`src/rtl/core/mrmf_pkg.sv`:
```
// Shared types and codes for the Manhattan-radius max filter.
// Holds the beat structs, action and result codes, state enums and register indexes.
// Depends on nothing; the top and the pass engine import it, mrmf_ram uses no package.
package mrmf_pkg;

    typedef enum logic [1:0] {
        ACT_LOAD = 2'd0,
        ACT_RUN  = 2'd1,
        ACT_READ = 2'd2
    } action_t;

    typedef enum logic [1:0] {
        KIND_LOAD = 2'd0,
        KIND_RUN  = 2'd1,
        KIND_READ = 2'd2
    } kind_t;

    typedef enum logic [1:0] {
        CFG_ROWS   = 2'd0,
        CFG_COLS   = 2'd1,
        CFG_RADIUS = 2'd2
    } cfg_index_t;

    localparam int CFG_DATA_BITS = 8;
    localparam int DIM_CFG_BITS  = 7;
    localparam int FIELD_PIX_BITS = 16;

    localparam logic [DIM_CFG_BITS-1:0]  ROWS_RESET   = 7'd64;
    localparam logic [DIM_CFG_BITS-1:0]  COLS_RESET   = 7'd64;
    localparam logic [CFG_DATA_BITS-1:0] RADIUS_RESET = 8'd1;

    typedef struct packed {
        logic [1:0]  action;
        logic [5:0]  row;
        logic [5:0]  col;
        logic [15:0] pixel_in;
    } in_beat_t;

    typedef struct packed {
        logic [1:0]  result_kind;
        logic [15:0] pixel_out;
    } out_beat_t;

    typedef enum logic [2:0] {
        SLOT_CENTER = 3'd0,
        SLOT_LEFT   = 3'd1,
        SLOT_RIGHT  = 3'd2,
        SLOT_UP     = 3'd3,
        SLOT_DOWN   = 3'd4
    } slot_t;

    typedef enum logic [1:0] {
        ENG_IDLE,
        ENG_ISSUE,
        ENG_DRAIN,
        ENG_FINISH
    } eng_state_t;

    typedef enum logic [1:0] {
        ST_IDLE,
        ST_READ,
        ST_RUN,
        ST_HOLD
    } top_state_t;

    typedef struct packed {
        logic pass_done;
        logic done;
    } eng_status_t;

endpackage

```
`src/rtl/core/mrmf_pass_engine.sv`:
```
// Pass sequencer of the max filter: sweeps the image once per pass, five reads per pixel.
// Reads the source plane, folds the maximum and writes the destination plane.
// Depends on mrmf_pkg.
module mrmf_pass_engine #(
    parameter int MAX_ROWS = 64,
    parameter int MAX_COLS = 64,
    parameter int PIXEL_BITS = 16,
    localparam int DEPTH = MAX_ROWS * MAX_COLS,
    localparam int AW = (DEPTH > 1) ? $clog2(DEPTH) : 1,
    localparam int DIM_MAX = (MAX_ROWS > MAX_COLS) ? MAX_ROWS : MAX_COLS,
    localparam int DIMW = $clog2(((DIM_MAX > 127) ? DIM_MAX : 127) + 1)
) (
    input  logic                   aclk,
    input  logic                   aresetn,
    input  logic                   start,
    input  logic [7:0]             passes,
    input  logic [DIMW-1:0]        num_rows,
    input  logic [DIMW-1:0]        num_cols,
    output logic                   rd_en,
    output logic [AW-1:0]          rd_addr,
    input  logic [PIXEL_BITS-1:0]  rd_data,
    output logic                   wr_en,
    output logic [AW-1:0]          wr_addr,
    output logic [PIXEL_BITS-1:0]  wr_data,
    output mrmf_pkg::eng_status_t  status
);
    import mrmf_pkg::*;

    localparam int RW = (MAX_ROWS > 1) ? $clog2(MAX_ROWS) : 1;
    localparam int CW = (MAX_COLS > 1) ? $clog2(MAX_COLS) : 1;
    localparam logic [AW-1:0] ROW_STEP = AW'(MAX_COLS);

    eng_state_t            state_reg, state_next;
    logic [8:0]            sweeps_left_reg;
    logic                  odd_reg;
    logic                  copy_reg;
    logic [RW-1:0]         r_cnt_reg;
    logic [CW-1:0]         c_cnt_reg;
    slot_t                 slot_reg;
    logic [AW-1:0]         center_reg;
    logic [AW-1:0]         row_base_reg;
    logic                  rd_valid_reg;
    slot_t                 rd_slot_reg;
    logic [AW-1:0]         rd_waddr_reg;
    logic [PIXEL_BITS-1:0] acc_reg;

    logic has_left, has_right, has_up, has_down;
    logic last_col, last_row;
    logic pixel_end, sweep_end;
    logic [PIXEL_BITS-1:0] fold;

    // An odd pass count ends with a copy sweep that reads only the center pixel, so the
    // filtered image always lands back in the plane that loads and reads use.
    assign last_col  = !((DIMW'(c_cnt_reg) + DIMW'(1)) < num_cols);
    assign last_row  = !((DIMW'(r_cnt_reg) + DIMW'(1)) < num_rows);
    assign has_left  = !copy_reg && (c_cnt_reg != '0);
    assign has_right = !copy_reg && !last_col;
    assign has_up    = !copy_reg && (r_cnt_reg != '0);
    assign has_down  = !copy_reg && !last_row;
    assign pixel_end = (slot_reg == SLOT_DOWN);
    assign sweep_end = pixel_end && last_col && last_row;

    always_comb begin
        state_next = state_reg;
        unique case (state_reg)
            ENG_IDLE: begin
                if (start) begin
                    state_next = (passes == 8'd0) ? ENG_FINISH : ENG_ISSUE;
                end
            end
            ENG_ISSUE: begin
                if (sweep_end) begin
                    state_next = ENG_DRAIN;
                end
            end
            ENG_DRAIN: begin
                state_next = (sweeps_left_reg == 9'd1) ? ENG_FINISH : ENG_ISSUE;
            end
            ENG_FINISH: begin
                state_next = ENG_IDLE;
            end
            default: begin
                state_next = ENG_IDLE;
            end
        endcase
    end

    always_comb begin
        rd_en            = 1'b0;
        status.pass_done = 1'b0;
        status.done      = 1'b0;
        unique case (state_reg)
            ENG_IDLE:   ;
            ENG_ISSUE:  rd_en = 1'b1;
            ENG_DRAIN:  status.pass_done = 1'b1;
            ENG_FINISH: status.done = 1'b1;
            default:    ;
        endcase
    end

    always_comb begin
        unique case (slot_reg)
            SLOT_CENTER: rd_addr = center_reg;
            SLOT_LEFT:   rd_addr = has_left  ? center_reg - AW'(1) : center_reg;
            SLOT_RIGHT:  rd_addr = has_right ? center_reg + AW'(1) : center_reg;
            SLOT_UP:     rd_addr = has_up    ? center_reg - ROW_STEP : center_reg;
            SLOT_DOWN:   rd_addr = has_down  ? center_reg + ROW_STEP : center_reg;
            default:     rd_addr = center_reg;
        endcase
    end

    always_ff @(posedge aclk) begin
        if (!aresetn) begin
            state_reg    <= ENG_IDLE;
            rd_valid_reg <= 1'b0;
        end else begin
            state_reg    <= state_next;
            rd_valid_reg <= (state_reg == ENG_ISSUE);
        end
    end

    always_ff @(posedge aclk) begin
        rd_slot_reg  <= slot_reg;
        rd_waddr_reg <= center_reg;
        unique case (state_reg)
            ENG_IDLE: begin
                sweeps_left_reg <= {1'b0, passes} + {8'd0, passes[0]};
                odd_reg         <= passes[0];
                copy_reg        <= 1'b0;
                r_cnt_reg       <= '0;
                c_cnt_reg       <= '0;
                slot_reg        <= SLOT_CENTER;
                center_reg      <= '0;
                row_base_reg    <= '0;
            end
            ENG_ISSUE: begin
                if (pixel_end) begin
                    slot_reg <= SLOT_CENTER;
                    if (last_col) begin
                        c_cnt_reg    <= '0;
                        r_cnt_reg    <= r_cnt_reg + RW'(1);
                        row_base_reg <= row_base_reg + ROW_STEP;
                        center_reg   <= row_base_reg + ROW_STEP;
                    end else begin
                        c_cnt_reg  <= c_cnt_reg + CW'(1);
                        center_reg <= center_reg + AW'(1);
                    end
                end else begin
                    slot_reg <= slot_t'(slot_reg + 3'd1);
                end
            end
            ENG_DRAIN: begin
                sweeps_left_reg <= sweeps_left_reg - 9'd1;
                copy_reg        <= odd_reg && (sweeps_left_reg == 9'd2);
                r_cnt_reg       <= '0;
                c_cnt_reg       <= '0;
                slot_reg        <= SLOT_CENTER;
                center_reg      <= '0;
                row_base_reg    <= '0;
            end
            ENG_FINISH: ;
            default: ;
        endcase
    end

    assign fold = (rd_slot_reg == SLOT_CENTER || rd_data > acc_reg) ? rd_data : acc_reg;

    always_ff @(posedge aclk) begin
        if (rd_valid_reg) begin
            acc_reg <= fold;
        end
    end

    assign wr_en   = rd_valid_reg && (rd_slot_reg == SLOT_DOWN);
    assign wr_addr = rd_waddr_reg;
    assign wr_data = fold;

endmodule
```
`config.mk`:
```
export PLATFORM = sky130hd
export DESIGN_NAME = mrmf_pass_engine
export DESIGN_NICKNAME = d
export VERILOG_FILES = /design/src/rtl/core/mrmf_pkg.sv /design/src/rtl/core/mrmf_pass_engine.sv
export SDC_FILE = /design/constraint.sdc
export NUM_CORES = 1
export LEC_CHECK = 0
export ABC_AREA = 1
export ABC_CLOCK_PERIOD_IN_PS = 7600
export CAP_MARGIN = 20
export CELL_PAD_IN_SITES_DETAIL_PLACEMENT = 0
export CELL_PAD_IN_SITES_GLOBAL_PLACEMENT = 1
export CORE_UTILIZATION = 50
export CTS_CLUSTER_DIAMETER = 40
export DETAILED_ROUTE_END_ITERATION = 6
export DONT_BUFFER_PORTS = 1
export PLACE_DENSITY = 0.95
export SLEW_MARGIN = 10
export SYNTH_ARGS = -nofsm -noshare
export SYNTH_HDL_FRONTEND = slang
export SYNTH_SLANG_ARGS = --single-unit
```
`constraint.sdc`:
```
create_clock -name aclk -period 7.6 [get_ports aclk]
set_input_delay 0.76 -clock aclk [delete_from_list [all_inputs] [get_ports aclk]]
set_output_delay 0.76 -clock aclk [all_outputs]
set_load 0.03 [all_outputs]
```
==> results.cfg, run 1 <==
[sta]
skew_ns = 0.00793
period_needed_ns = 4.15
period_share_pct = 54.6
drv_slew = 0
hold_viol_final = 0
tightest_slew_ns = 0.996
hold_slack_ns = 0.443
worst_slack_ns = 3.45
rsz0062_at_grt = no
relSlewSlack_pct = 33.3
setup_violations = 0
clock.fmax_mhz = 241
fin_setup_tns_ns = 0

[clock_network]
clk_pin_slew_ns = 0.06
cts_setup_buffers = 0
post_cts_resized = 0
cts_buffers = 9
postCtsHoldBufs = 0
htreeDepth = 3
cts_sinks = 78
clockRootBuffer = clkbuf_16
clock_latency_ns = 0.34
cts_tree = done
clockBufferDepth = 2

[die]
die_y_um = 109
rows = 38
core-area_sq_um = 11000
io_pins = 85
die_w_um = 109
initial_core_util_pct = 52.1
die_area_sq_um = 11900

[grt]
grt_use_met3_pct = 5.14
grt_first_pass_wirelength_mm = 21.5
grtUsageTotal_pct = 23.5
top_usage_layer = met2
grt_pass1_vias = 4573
grt_max_degree = 24
grt_remaining_overflow = 0
antenna_found_initial = 0
met1_usage_pct = 29.2
met2_usage_pct = 39.8

[synthesis]
syn_area_sq_um = 5740
synth_top_area_share_pct = 31.4
syn_avg_cell_area_sq_um = 7.56
synth_cells = 759
yosysTopAreaCell = edfxtp_1
synthArstFlopShare_pct = 0
ys_ff_latch = 78
synth.distinct_cells = 41
synth_area_leaders = edfxtp_1, nand2_1, ha_1, inv_1, dfxtp_1
ys.flop_type = edfxtp_1
synth_nets = 848
synth_edf_count = 60
ys_warn_count = 0
seq_area_frac_synth_pct = 37.7

[placement]
dpl.hpwl_mm = 9.96
dp_worst_setup_slack_ns = 3.81
gp_congestion = 0.849
port_buffers = 0
placed_cells = 881

[route]
drc = 0
postRouteAntennaNets = 0
viasPerCell = 5.36
dr.pass1.iters = 5
drt_iter0_markers = 200
routed_wl_mm = 13.1
vias = 4808
wl_per_cell_um = 14.6

[worst_setup_path]
cp_max_fo = 12
arrival_ns = 3.39
endpoint_kind = output port
startpoint = c_cnt_reg[0]
critPathLaunchType = register
crit_required_ns = 6.84
critical_path_class = register to output port
r2r-start = c_cnt_reg[0]

[pwr]
power.total_uw = 1560
p_leak_uw = 0.00291
power_density_nw_per_um2 = 257
ir_worst_vdd_v = 0.000128

[finish]
area_delta_synth_final_pct = 5.67
multi_input_area_sq_um = 2980
nFillCells = 1049
drive_gt1_share_pct = 4.89
register_area_sq_um = 2160
stdcell_count = 897
diodes = 0
largest_register_ffs = 16
num-nets-final = 841

[worst_hold_path]
hp-class = register to register
hp-start = slot_reg[2]

[flow_run]
cap_viol_max_count = 0

[outcome]
status = complete, no violations
cell usage after synthesis, types with 4 or more instances:
library cell / instances
dfxtp_1: 18
inv_1: 111
nor2_1: 86
xnor2_1: 5
nand2_2: 4
buf_6: 5
ha_1: 48
inv_2: 5
buf_2: 6
buf_4: 4
nand2_1: 194
nand4_1: 8
o21ai_0: 37
o211ai_1: 8
xor2_1: 24
edfxtp_1: 60
nand3_1: 72
nor3_1: 14
a21oi_1: 15
power by group:
part | total [uW] | internal (uW) | switching, uW
combinational | 503 | 140 | 363
clock | 437 | 271 | 167
sequential | 621 | 533 | 87.8
total | 1560 | 944 | 617
per-stage QoR:
stage               instance area, sq um  utilization (%)
finish                              6070             55.0
global route                        6070             55.0
CTS                                 6070             55.0
detailed placement                  5760             52.3
global placement                    5760             52.3
floorplan                           5740                -
routing by layer:
layer / share of wire [%] / vias to the layer above / wire length, um
li1: - / 2455 / -
met1: 44 / 2216 / 5710
met2: 49 / 126 / 6400
met3: 6.1 / 11 / 797
met4: 1.5 / 0 / 191
met5: 0 / - / 0
path summary, 6_finish.rpt:
kind	cells past startpoint	slack (ns)	to
max	16	3.45	rd_addr[7]
min	0	0.44	rd_slot_reg[2]
max reg2reg	15	4.42	row_base_reg[11]
min reg2reg	0	0.44	rd_slot_reg[2]
critical path: stages, from the launching register on:
cell and delay (ns):
edfxtp_1 0.44, ha_1 0.24, nand2_1 0.06, inv_1 0.06
nand2_1 0.09, xor2_1 0.19, inv_1 0.07, ha_1 0.29
nand2_1 0.07, a21oi_1 0.07, nor2_2 0.12, nand3_1 0.43
nand2_1 0.20, nand3_1 0.09, nand2_1 0.10, nor2_1 0.04
nor2_1 0.47
placed cells by master (no fill, tap or decap), types with 2 or more instances in the layout:
master	count
a21oi_1	15
a21oi_2	2
a31oi_1	2
buf_4	2
clkbuf_16	9
clkbuf_8	2
dfxtp_1	18
edfxtp_1	60
ha_1	48
inv_1	111
inv_2	5
nand2_1	194
nand2_2	4
nand2_4	2
nand3_1	72
nand3b_1	2
nand4_1	8
nor2_1	86
nor2_2	3
nor2_4	3
nor3_1	14
o211ai_1	8
o21ai_0	36
o221ai_1	3
o31ai_1	3
xnor2_1	5
xor2_1	24
cell type report:
cell class / instances / area share, %
inverter: 116 / 7.18
clock inverter: 4 / 0.763
clock buffer: 12 / 4.23
sequential: 78 / 35.6
multi-input combinational: 545 / 49.1
tap: 140 / 2.89
timing repair buffer: 2 / 0.247
cell families (layout without fill, tap and decap cells):
group,Yosys count,after routing,share of synthesized area [%]
xor+xnor,29,29,4.42
fa+ha+maj,48,48,10.5
simple gates,394,394,29.5
compound gates,74,74,7.47
buf+inv,136,134,10.5
flops,78,78,37.7
(Power assumes the default switching activity.)
==> inputs of run 2 (changes only) <==
- ABC_CLOCK_PERIOD_IN_PS: 7600 -> 4300
- CORE_UTILIZATION: 50 -> 47
- PLACE_DENSITY: 0.95 -> 0.9
- clock period: 7.6 -> 4.3 ns (I/O delays scaled with it)
==> run 2 against run 1 <==
Sequential share of layout area is essentially flat. Final cell count is 0.89% higher. Largest cell class unchanged. Wire length rose by 0.63%. Critical endpoint is now rd_addr[8]. Clock skew decreased by 0.0010 ns.
==> results.cfg, run 2 (same netlist as run 1, synthesis figures left out) <==
[finish]
fin_util_pct = 50.8
num-nets-final = 842
layout_common_cells = nand2_1, inv_1, nor2_1, nand3_1, edfxtp_1
drive_gt1_share_pct = 4.88
largest_register_ffs = 16
final_common_cell = nand2_1
diodes = 0
area_delta_synth_final_pct = 5.80
fin_area_sq_um = 6070

[clock_network]
cts_buffers = 9
postCtsHoldBufs = 0
post_cts_resized = 0
clockRootBuffer = clkbuf_16
htreeDepth = 3
clk_pin_slew_ns = 0.06
clock_latency_ns = 0.34
cts_sinks = 78
clockBufferDepth = 2
cts_tree = done
cts_setup_buffers = 0

[grt]
grt_remaining_overflow = 0
grtUsageTotal_pct = 21.9
grt_pass1_vias = 4621
grt_first_pass_wirelength_mm = 22.0
antenna_found_initial = 0
grt_max_degree = 24

[sta]
drv_slew = 0
period_share_pct = 88.2
hold_viol_final = 0
clock.fmax_mhz = 264
period_needed_ns = 3.79
tightest_slew_ns = 0.987
skew_ns = 0.00689
rsz0062_at_grt = no
worst_slack_ns = 0.509
setup_violations = 0
fin_setup_tns_ns = 0
relSlewSlack_pct = 33.7

[die]
io_pins = 85
core-area_sq_um = 12000
rows = 40
initial_core_util_pct = 48.0
die_y_um = 113
die_w_um = 113
die_area_sq_um = 12700

[pwr]
netSwitchingPower_uw = 1090
power_frac_seq_pct = 40.0
switching_share_pct = 39.7
clkPwrFrac_pct = 27.7
ir_worst_vdd_v = 0.000157
p_leak_uw = 0.00292
combinationalPowerShare_pct = 32.2
power_density_nw_per_um2 = 452
power.total_uw = 2750
internal_power_uw = 1660

[placement]
dpl.hpwl_mm = 10.0
gp_congestion = 0.833
port_buffers = 0
placed_area_sq_um = 5780
dp_worst_setup_slack_ns = 0.875

[worst_setup_path]
crit_required_ns = 3.87
arrival_ns = 3.36
critPathLaunchType = register
cp_max_fo = 12
critical_path_class = register to output port
endpoint_kind = output port

[route]
viasPerCell = 5.30
routed_wl_mm = 13.2
drt_iter0_markers = 247
vias = 4801
postRouteAntennaNets = 0
dr.pass1.iters = 5
wl_per_cell_um = 14.6
drc = 0

[worst_hold_path]
hp-class = primary input to register

[flow_run]
cap_viol_max_count = 0

[outcome]
status = complete, no violations
-- run 2: metrics by stage --
step	hold WS, ns	instances
finish	0.186	905
global route	0.173	905
CTS	0.177	905
detailed placement	0.437	889
global placement	0.418	888
floorplan	0.349	759
-- run 2: power groups by stage --
stage / clock network (uW) / registers, uW / logic (uW)
after floorplan: 0 / 1050 / 779
after global placement: 0 / 1110 / 865
after detailed placement: 0 / 1110 / 886
after CTS: 777 / 1100 / 890
after global routing: 809 / 1110 / 1000
final: 762 / 1100 / 886
-- run 2: metal layers --
metal	GRT usage, %	wire length (um)	vias to the layer above
met1	27.8	5870	2196
li1	-	-	2451
met2	36.9	6390	135
met5	0	0	-
met3	4.37	715	19
met4	8.09	201	0
-- run 2: final timing paths --
| path | startpoint | endpoint | cells after the start | slack (ns) |
|---|---|---|---|---|
| worst max-delay path | c_cnt_reg[0] | rd_addr[8] | 14 | 0.51 |
| worst min-delay path | passes[0] | odd_reg | 0 | 0.19 |
| worst max register to register | c_cnt_reg[0] | row_base_reg[7] | 15 | 1.12 |
| worst min register to register | slot_reg[1] | rd_slot_reg[1] | 0 | 0.44 |
-- run 2: layout make-up --
cell class / instances / area [sq um]
Clock buffer: 13 / 250
Clock inverter: 3 / 43.8
Fill cell: 1193 / 5890
Inverter: 116 / 435
Multi-Input combinational cell: 545 / 2980
Sequential cell: 78 / 2160
Tap cell: 147 / 184
Timing Repair Buffer: 3 / 22.5
-- run 2: critical path, stage by stage, from the launching register on --
cell and delay (ns):
edfxtp_1 0.45, ha_1 0.25, nand2_1 0.06, inv_1 0.06
nand2_1 0.08, and3b_1 0.19, ha_1 0.30, a21o_1 0.19
nor2_2 0.14, nand3_1 0.45, nand2_1 0.18, nand3_1 0.09
nand2_1 0.10, nor2_1 0.05, nor2_1 0.45
